## config.mk

```make
export PLATFORM = sky130hd
export DESIGN_NAME = mmc1_bank_mapper_core
export DESIGN_NICKNAME = d
export VERILOG_FILES = /design/src/rtl/core/mmc1_pkg.sv /design/src/rtl/core/mmc1_bank_mapper_core.sv /design/src/rtl/core/mmc1_ctrl.sv /design/src/rtl/core/mmc1_datapath.sv
export SDC_FILE = /design/constraint.sdc
export NUM_CORES = 1
export LEC_CHECK = 0
export ABC_AREA = 1
export BUFFER_PORTS_ARGS = -buffer_cell sky130_fd_sc_hd__buf_2
export CAP_MARGIN = 10
export CORE_ASPECT_RATIO = 1.75
export CORE_MARGIN = 5
export CORE_UTILIZATION = 35
export DETAILED_ROUTE_END_ITERATION = 7
export GPL_ROUTABILITY_DRIVEN = 1
export GPL_TIMING_DRIVEN = 0
export PLACE_DENSITY = 0.63
export SYNTH_ARGS = -nofsm -noshare
export SYNTH_HDL_FRONTEND = slang
export SYNTH_HIERARCHICAL = 1
export SYNTH_SLANG_ARGS = --single-unit
```

## constraint.sdc

```tcl
create_clock -name clk_i -period 3.3 [get_ports clk_i]
set_input_delay 0.495 -clock clk_i [delete_from_list [all_inputs] [get_ports clk_i]]
set_output_delay 0.495 -clock clk_i [all_outputs]
set_load 0.01 [all_outputs]
```

## src/rtl/core/mmc1_pkg.sv

```systemverilog
// ----------------------------------------------------------------------------
// mmc1_pkg
// Shared types, codes and helpers for the serial-load bank mapper.
// ----------------------------------------------------------------------------
package mmc1_pkg;

  localparam int unsigned OpW      = 2;
  localparam int unsigned AddrW    = 16;
  localparam int unsigned DataW    = 8;
  localparam int unsigned RomAddrW = 18;
  localparam int unsigned SizeW    = 5;
  localparam int unsigned CfgIdxW  = 2;

  // remainder unit: 5-bit bank number, 6-bit bank count
  localparam int unsigned BankW    = 5;
  localparam int unsigned DivW     = 6;
  localparam int unsigned NumSteps = BankW;
  localparam int unsigned StepCntW = $clog2(NumSteps);

  localparam logic [OpW-1:0] OP_CPU_RD = 2'd0;
  localparam logic [OpW-1:0] OP_CPU_WR = 2'd1;
  localparam logic [OpW-1:0] OP_PPU_RD = 2'd2;

  localparam logic [CfgIdxW-1:0] CFG_PRG_BANKS = 2'd0;
  localparam logic [CfgIdxW-1:0] CFG_CHR_BANKS = 2'd1;

  localparam logic [1:0] SEL_CONTROL = 2'd0;
  localparam logic [1:0] SEL_CHR_LO  = 2'd1;
  localparam logic [1:0] SEL_CHR_HI  = 2'd2;
  localparam logic [1:0] SEL_PRG     = 2'd3;

  // PRG mode, control bits 3:2; the two lower codes both select 32K
  localparam logic [1:0] PRG_FIX_LO = 2'd2;
  localparam logic [1:0] PRG_FIX_HI = 2'd3;

  localparam logic [4:0]       SHIFT_RESET = 5'h10;
  localparam logic [4:0]       CTRL_RESET  = 5'h0C;
  localparam logic [SizeW-1:0] PRG_RESET   = 5'd2;
  localparam logic [SizeW-1:0] CHR_RESET   = 5'd1;
  localparam logic [SizeW-1:0] MaxBanks    = 5'd16;

  typedef struct packed {
    logic [OpW-1:0]   op;
    logic [AddrW-1:0] addr;
    logic [DataW-1:0] data;
  } in_word_t;

  typedef struct packed {
    logic                maps;
    logic                is_chr;
    logic [RomAddrW-1:0] rom_addr;
  } out_word_t;

  typedef struct packed {
    logic load;
    logic step;
    logic fin;
  } dp_cmd_t;

  typedef enum logic [1:0] {
    ST_IDLE,
    ST_DIV,
    ST_DONE
  } ctrl_state_e;

  function automatic logic [SizeW-1:0] clamp_size(input logic [SizeW-1:0] n);
    logic [SizeW-1:0] r;
    r = n;
    if (n == '0) r = SizeW'(1);
    else if (n > MaxBanks) r = MaxBanks;
    return r;
  endfunction

endpackage

```

## src/rtl/core/mmc1_bank_mapper_core.sv

```systemverilog
// An accepted word is loaded, put through the remainder steps and registered as result.
// The 5-step bit-serial bank remainder must finish before the next word is accepted.
// The next word is taken while a finished result waits in the output register.
// Reset: asynchronous, active low; size and mapper registers return to defaults.
// ----------------------------------------------------------------------------
// mmc1_bank_mapper_core
// Serial-load bank mapper: register loading and PRG/CHR address translation.
// ----------------------------------------------------------------------------
module mmc1_bank_mapper_core (
  input  logic                         clk_i,
  input  logic                         rst_ni,
  input  logic                         in_valid_i,
  output logic                         in_ready_o,
  input  mmc1_pkg::in_word_t           in_word_i,
  output logic                         out_valid_o,
  input  logic                         out_ready_i,
  output mmc1_pkg::out_word_t          out_word_o,
  input  logic                         cfg_valid_i,
  output logic                         cfg_ready_o,
  input  logic [mmc1_pkg::CfgIdxW-1:0] cfg_index_i,
  input  logic [mmc1_pkg::SizeW-1:0]   cfg_data_i
);
  import mmc1_pkg::*;

  dp_cmd_t cmd;

  assign cfg_ready_o = 1'b1;

  mmc1_ctrl u_ctrl (
    .clk_i       (clk_i),
    .rst_ni      (rst_ni),
    .in_valid_i  (in_valid_i),
    .in_ready_o  (in_ready_o),
    .out_valid_o (out_valid_o),
    .out_ready_i (out_ready_i),
    .cmd_o       (cmd)
  );

  mmc1_datapath u_dp (
    .clk_i       (clk_i),
    .rst_ni      (rst_ni),
    .cmd_i       (cmd),
    .in_word_i   (in_word_i),
    .cfg_we_i    (cfg_valid_i && cfg_ready_o),
    .cfg_index_i (cfg_index_i),
    .cfg_data_i  (cfg_data_i),
    .out_word_o  (out_word_o)
  );

endmodule

```

## src/rtl/core/mmc1_ctrl.sv

```systemverilog
// ----------------------------------------------------------------------------
// mmc1_ctrl
// Sequencer: accepts a word, runs the remainder steps, hands over the result.
// ----------------------------------------------------------------------------
module mmc1_ctrl (
  input  logic              clk_i,
  input  logic              rst_ni,
  input  logic              in_valid_i,
  output logic              in_ready_o,
  output logic              out_valid_o,
  input  logic              out_ready_i,
  output mmc1_pkg::dp_cmd_t cmd_o
);
  import mmc1_pkg::*;

  ctrl_state_e         state_q, state_d;
  logic [StepCntW-1:0] cnt_q, cnt_d;
  logic                out_valid_q, out_valid_d;

  always_ff @(posedge clk_i or negedge rst_ni) begin
    if (!rst_ni) begin
      state_q     <= ST_IDLE;
      cnt_q       <= '0;
      out_valid_q <= 1'b0;
    end else begin
      state_q     <= state_d;
      cnt_q       <= cnt_d;
      out_valid_q <= out_valid_d;
    end
  end

  always_comb begin
    state_d     = state_q;
    cnt_d       = cnt_q;
    out_valid_d = out_valid_q && !out_ready_i;
    cmd_o       = '0;
    in_ready_o  = 1'b0;
    unique case (state_q)
      ST_IDLE: begin
        in_ready_o = 1'b1;
        if (in_valid_i) begin
          cmd_o.load = 1'b1;
          cnt_d      = '0;
          state_d    = ST_DIV;
        end
      end
      ST_DIV: begin
        cmd_o.step = 1'b1;
        cnt_d      = cnt_q + StepCntW'(1);
        if (cnt_q == StepCntW'(NumSteps - 1)) state_d = ST_DONE;
      end
      ST_DONE: begin
        if (!out_valid_q || out_ready_i) begin
          cmd_o.fin   = 1'b1;
          out_valid_d = 1'b1;
          state_d     = ST_IDLE;
        end
      end
      default: state_d = ST_IDLE;
    endcase
  end

  assign out_valid_o = out_valid_q;

endmodule

```

## src/rtl/core/mmc1_datapath.sv

```systemverilog
// ----------------------------------------------------------------------------
// mmc1_datapath
// Mapper registers, serial loader, bank selection, bit-serial bank remainder
// and output register.
// ----------------------------------------------------------------------------
module mmc1_datapath (
  input  logic                         clk_i,
  input  logic                         rst_ni,
  input  mmc1_pkg::dp_cmd_t            cmd_i,
  input  mmc1_pkg::in_word_t           in_word_i,
  input  logic                         cfg_we_i,
  input  logic [mmc1_pkg::CfgIdxW-1:0] cfg_index_i,
  input  logic [mmc1_pkg::SizeW-1:0]   cfg_data_i,
  output mmc1_pkg::out_word_t          out_word_o
);
  import mmc1_pkg::*;

  logic [SizeW-1:0] prg_banks_q, chr_banks_q;
  logic [4:0]       shift_q, ctrl_q, chr_lo_q, chr_hi_q;
  logic [3:0]       prg_sel_q;

  logic             maps_q, is_chr_q;
  logic [13:0]      low_q;
  logic [BankW-1:0] dvd_q;
  logic [DivW-1:0]  div_q, rem_q;
  out_word_t        out_q;

  logic             is_wr, prg_hit, chr_hit;
  logic [SizeW-1:0] prg_n, chr_n;
  logic [3:0]       prg_bank;
  logic [4:0]       chr_bank;
  logic [4:0]       shift_nxt;
  logic [DivW-1:0]  rem_sh;

  always_ff @(posedge clk_i or negedge rst_ni) begin
    if (!rst_ni) begin
      prg_banks_q <= PRG_RESET;
      chr_banks_q <= CHR_RESET;
    end else if (cfg_we_i) begin
      if (cfg_index_i == CFG_PRG_BANKS) prg_banks_q <= cfg_data_i;
      if (cfg_index_i == CFG_CHR_BANKS) chr_banks_q <= cfg_data_i;
    end
  end

  assign is_wr     = cmd_i.load && (in_word_i.op == OP_CPU_WR) && in_word_i.addr[15];
  assign shift_nxt = {in_word_i.data[0], shift_q[4:1]};

  always_ff @(posedge clk_i or negedge rst_ni) begin
    if (!rst_ni) begin
      shift_q   <= SHIFT_RESET;
      ctrl_q    <= CTRL_RESET;
      chr_lo_q  <= '0;
      chr_hi_q  <= '0;
      prg_sel_q <= '0;
    end else if (is_wr) begin
      if (in_word_i.data[7]) begin
        shift_q <= SHIFT_RESET;
        ctrl_q  <= ctrl_q | CTRL_RESET;
      end else if (shift_q[0]) begin
        shift_q <= SHIFT_RESET;
        unique case (in_word_i.addr[14:13])
          SEL_CONTROL: ctrl_q    <= shift_nxt;
          SEL_CHR_LO:  chr_lo_q  <= shift_nxt;
          SEL_CHR_HI:  chr_hi_q  <= shift_nxt;
          SEL_PRG:     prg_sel_q <= shift_nxt[3:0];
          default:     prg_sel_q <= shift_nxt[3:0];
        endcase
      end else begin
        shift_q <= shift_nxt;
      end
    end
  end

  assign prg_n   = clamp_size(prg_banks_q);
  assign chr_n   = clamp_size(chr_banks_q);
  assign prg_hit = (in_word_i.op == OP_CPU_RD) && in_word_i.addr[15];
  assign chr_hit = (in_word_i.op == OP_PPU_RD) && (in_word_i.addr[15:13] == 3'd0);

  always_comb begin
    unique case (ctrl_q[3:2])
      PRG_FIX_LO: prg_bank = in_word_i.addr[14] ? prg_sel_q : 4'd0;
      PRG_FIX_HI: prg_bank = in_word_i.addr[14] ? 4'(prg_n - SizeW'(1)) : prg_sel_q;
      default:    prg_bank = {prg_sel_q[3:1], in_word_i.addr[14]};
    endcase
    if (!ctrl_q[4]) chr_bank = {chr_lo_q[4:1], in_word_i.addr[12]};
    else            chr_bank = in_word_i.addr[12] ? chr_hi_q : chr_lo_q;
  end

  assign rem_sh = {rem_q[DivW-2:0], dvd_q[BankW-1]};

  always_ff @(posedge clk_i) begin
    if (cmd_i.load) begin
      maps_q   <= prg_hit || chr_hit;
      is_chr_q <= chr_hit;
      rem_q    <= '0;
      if (chr_hit) begin
        low_q <= {2'b00, in_word_i.addr[11:0]};
        dvd_q <= chr_bank;
        div_q <= {chr_n, 1'b0};
      end else begin
        low_q <= in_word_i.addr[13:0];
        dvd_q <= {1'b0, prg_bank};
        div_q <= {1'b0, prg_n};
      end
    end else if (cmd_i.step) begin
      dvd_q <= {dvd_q[BankW-2:0], 1'b0};
      rem_q <= (rem_sh >= div_q) ? rem_sh - div_q : rem_sh;
    end
    if (cmd_i.fin) begin
      out_q.maps   <= maps_q;
      out_q.is_chr <= is_chr_q;
      if (!maps_q)       out_q.rom_addr <= '0;
      else if (is_chr_q) out_q.rom_addr <= {1'b0, rem_q[4:0], low_q[11:0]};
      else               out_q.rom_addr <= {rem_q[3:0], low_q};
    end
  end

  assign out_word_o = out_q;

endmodule
```

### Yosys cells after proc, flatten, opt, wreduce, memory -nomap -nowiden

Index checks and enable logic that the tools add are counted.

| storage, ports and cells | value |
|---|---|
| bits in registers | 92 |
| bits of input ports | 38 |
| output and inout bits | 23 |
| word-level logic and storage cells | 112 |

| operators by class | value |
|---|---|
| $add $sub $neg | 3 |
| magnitude comparators | 3 |
| equal/unequal tests | 14 |
| multiplexer cells | 34 |
| bitwise logic cells | 3 |
| reduce and logical (&&, ||, !) cells | 31 |

Operators by type and width:

| kind | count |
|---|---|
| 2-to-1 mux 5 bit | 12 |
| 2-to-1 mux 4 bit | 6 |
| 2-to-1 mux 17 bit | 1 |
| AND reduction 4 bit | 4 |
| equality test 2 bit (second input constant) | 6 |
| > comparator 5 bit (second input constant) | 2 |
| logical NOT 5 bit | 2 |
| equality test 2 x 1 -> 1 bit (second input constant) | 4 |
| logical NOT 2 bit | 4 |
| 2-to-1 mux 1 bit | 8 |
| one-hot mux 4 bit (2 select lines) | 1 |
| nonzero test 2 bit | 4 |
| greater-or-equal comparator 6 bit | 1 |
| 2-to-1 mux 2 bit | 3 |
| one-hot mux 2 bit (3 select lines) | 1 |
| one-hot mux 3 bit (2 select lines) | 1 |
| AND reduction 2 bit | 3 |
| AND reduction 3 bit | 2 |
| logical AND 1 bit | 5 |
| subtractor 5 bit | 1 |
| != test 2 x 1 -> 1 bit (second input constant) | 2 |
| OR reduction 2 bit | 2 |
| subtractor 4 x 1 -> 4 bit (second input constant) | 1 |
| adder 3 x 1 -> 3 bit (second input constant) | 1 |
| 7 further kinds | 11 |

### Longest topological paths before layout

| logic depth | value |
|---|---|
| word-level depth | 8 |
| mapped depth | 11 |
| depth with buffers taken out | 11 |

### Modules after synthesis

Netlist, hierarchy kept.

Modules (own cells, without submodules):

| module | instances | cells each | area each (sq um) | sequential area each (sq um) |
|---|---|---|---|---|
| mmc1_datapath | 1 | 394 | 3,841.2 | 2,318.5 |
| mmc1_ctrl | 1 | 38 | 320.3 | 150.1 |
| mmc1_bank_mapper_core | 1 | 2 | 11.3 | 0.0 |

### Worst setup path after synthesis

OpenSTA, ideal clock, no wires.

| timing path | value |
|---|---|
| kind | register to register |
| start point | register u_ctrl.state_q[0] |
| end point | register u_dp.chr_hi_q[4] |
| setup time | 119 ps |
| data arrival time | 1,894 ps |
| data required time | 3,181 ps |
| path slack | 1,287 ps |
| cell stages (with the launch flop) | 10 |
| path buffers | 1 |
| period minus slack after synthesis | 2,013 ps |
| cell sequence | dfrtp_1 -> nor2_2 -> nand2_2 -> inv_1 -> nand3_2 -> inv_2 -> buf_6 -> nand2_4 -> nand2_1 -> o21ai_2 |

RTL lines:

| what | RTL line | text |
|---|---|---|
| start: declaration | mmc1_ctrl.sv:16 | `ctrl_state_e state_q, state_d;` |
| start signal: assignment | mmc1_ctrl.sv:26 | `state_q <= state_d;` |
| end signal: assignment | mmc1_datapath.sv:64 | `SEL_CHR_HI: chr_hi_q <= shift_nxt;` |
| end: declaration | mmc1_datapath.sv:19 | `logic [4:0] shift_q, ctrl_q, chr_lo_q, chr_hi_q;` |

==> impl_metrics.yaml <==
timing:
  timing.fmax_ghz: 0.417
  worst_slew_pin_slew_ns: 1.06
  fin_crit_sh: 0.727
  setup_viol: 0
  finalHoldViolations: 0
  relSlewSlack: 0.292
  fin_setup_tns_ns: 0
  fin_skew_ns: 0.00936
  rsz0062_at_grt: "no"
  slew_violations: 0
  period_needed_ns: 2.40
route:
  drt_wl_total_um: 8180
  wl_per_cell_um: 12.8
  postRouteAntennaNets: 0
  drtPass1Iterations: 4
  drt_iter0_drc: 112
  num_vias: 3019
  drc: 0
  vias_per_cell: 4.73
global_route:
  grt_pass1_vias: 3176
  grt_max_degree: 39
  grt_usage: 0.123
  antenna_found_initial: 0
  grt_pass1_wl_um: 14100
  grt_overflow_total: 0
synthesis:
  synth_adder_area_share: 0.0318
  syn-instance-count: 434
  postSynthAreaPerCell_um2: 9.61
  synth_top_area_frac: 0.338
  ys_top_cells_by_area: "edfxtp_1 34%, dfrtp_1 20%, nand2_1 9.8%"
  synth_top_cell_by_area: "edfxtp_1"
  synthSimpleGateAreaFrac: 0.207
  async_reset_ff_frac: 0.422
  yosys_warnings: 6
  synth_flop_cell: "edfxtp_1"
  synth_top_family_by_area: "simple AND/OR/NAND/NOR gates"
  ys_seq_area_frac: 0.592
  synth_cell_types: 37
  synth_edf_count: 47
  synth-compound-area-share: 0.0915
  synth_mux_area_frac: 0
  synth-xor-area-share: 0.00420
  ys_seq_elements: 90
  syn_nets: 482
  syn_area_mm2: 0.00417
hold_path:
  worstHoldPathType: "input port to asynchronous set/reset pin"
cts:
  hold_buffers: 0
  cts_tree: "done"
  htree_num_levels: 3
  clock_latency_ns: 0.34
  postCtsSetupBuffers: 0
  clock_path_buffers: 2
  clk_pin_slew_ns: 0.07
  cts.sinks: 90
  numCtsBuffers: 9
  cts_root_buf: "clkbuf_16"
  post_cts_resized: 0
finish:
  largest_reg_flops: 20
  drive_gt1_frac: 0.209
  diodes: 0
  nNetsFinal: 546
  syn2layout_area_growth_pct: 17.5
  fill_cells: 1130
  instances_no_fill: 638
  stdcell_area_mm2: 0.00490
power_and_ir_drop:
  ir_drop_v: 0.000290
  leakage_nw: 2.33
  powerDensity_mw_per_mm2: 731
job:
  maxCapViolations: 0
die:
  die_h_um: 154
  row_count: 52
  start_util: 0.358
  dieArea_mm2: 0.0143
  io_pins: 61
  core_area_mm2: 0.0116
  die-width_um: 92.5
place:
  io_buffers: 53
  detailed_place_hpwl_um: 6370
  post-place-cells: 622
  gp_congestion: 0.873
  post_dp_cell_area_mm2: 0.00461
critical_path:
  critPathKind: "flip-flop to flip-flop"
  crit_fanout: 29
  rr_worst_depth: 9
  arrival_ns: 2.62
  regToRegSetupSlack_ns: 0.90
  required_ns: 3.52
  r2r-end: "u_dp/chr_lo_q[3]"
  cp-end-kind: "flip-flop"
  r2r-start: "u_ctrl/state_q[0]"
  cp-start-kind: "flip-flop"
run_status:
  status: "complete, no violations"
how the worst max path moves through the flow:
stage | start | end | slack (ns) | cells after the start
2_1_floorplan | u_ctrl/state_q[0] | u_dp/chr_hi_q[4] | 1.29 | 9
3_3_place_gp | in_valid_i | u_dp/chr_lo_q[4] | 0.94 | 9
3_5_place_dp | in_valid_i | u_dp/chr_lo_q[3] | 0.87 | 9
4_1_cts | u_ctrl/state_q[0] | u_dp/chr_lo_q[3] | 0.85 | 9
5_1_grt | u_ctrl/state_q[0] | u_dp/chr_lo_q[0] | 0.70 | 9
6_report | u_ctrl/state_q[0] | u_dp/chr_lo_q[3] | 0.90 | 9
cells in the mapped netlist (3+ instances only):
library cell / instances
nand2_1: 109
inv_1: 62
edfxtp_1: 47
dfrtp_1: 33
o21ai_0: 29
nor2_1: 26
nand3_1: 25
a21oi_1: 13
o21ai_1: 13
ha_1: 9
inv_2: 6
nand4_1: 6
dfstp_2: 5
dfxtp_1: 5
nand2_2: 4
nand3b_1: 4
o21ai_2: 4
clkbuf_1: 3
nor2_2: 3
per-stage QoR:
stage | power, mW | utilization | hold slack, ns | setup WS (ns)
floorplan | 2.34 | - | 0.199 | 1.29
global placement | 2.58 | 0.396 | 0.473 | 0.936
detailed placement | 2.63 | 0.396 | 0.470 | 0.873
CTS | 3.63 | 0.421 | 0.274 | 0.846
global route | 3.85 | 0.421 | 0.308 | 0.698
finish | 3.59 | 0.421 | 0.242 | 0.902
final cells by class:
cell class,instances,area (µm²),area share
Buffer,7,48.8,0.00995
Sequential cell,90,2470,0.503
Timing Repair Buffer,53,265,0.0541
Clock inverter,7,68.8,0.0140
Tap cell,135,169,0.0344
Multi-Input combinational cell,269,1400,0.286
Inverter,68,255,0.0521
Clock buffer,9,225,0.0459
cell families after synthesis:
kind of cell,after synthesis
buffers and inverters,75
DFF,90
and+or+nand+nor,188
adders and majority gates,10
xor gates and xnor gates,2
AOI/OAI and AO/OA,68
other,1
critical path, stage by stage, from the launching register on:
cell,delay (ns)
dfrtp_1,0.41
nor2_2,0.17
nand2_2,0.10
inv_1,0.78
nand3_2,0.27
inv_2,0.13
buf_6,0.15
nand2_4,0.10
nand2_1,0.09
o21ai_1,0.06
metal layers:
| layer | global-route usage | wire length, µm | vias up |
|---|---|---|---|
| met3 | 0.0214 | 241 | 10 |
| met1 | 0.121 | 3050 | 1416 |
| met2 | 0.242 | 4730 | 39 |
| met5 | 0 | 0 | - |
| met4 | 0.0595 | 166 | 0 |
| li1 | - | - | 1554 |
cells in the final DEF, fill, tap and decap left out, drive strengths merged, types with 2 or more instances in the layout:
master	Yosys	layout
a21oi	14	14
nand3	27	27
ha	9	9
nand3b	4	4
dfrtp	33	33
a31oi	2	2
o21a	2	2
dfxtp	5	5
o21ai	46	46
clkinv	0	3
nor2	30	30
nor3	5	5
nand4	6	6
clkbuf	3	12
dfstp	5	5
o31ai	2	2
buf	4	57
inv	68	72
nand2	115	115
edfxtp	47	47
o22ai	2	2
power by group:
part | internal [mW] | leakage, nW | switching (mW)
clock network | 0.533 | 0.146 | 0.457
registers | 1.47 | 0.970 | 0.129
logic | 0.346 | 1.22 | 0.648
total | 2.35 | 2.33 | 1.23
Power figures use the tool's default switching activity.
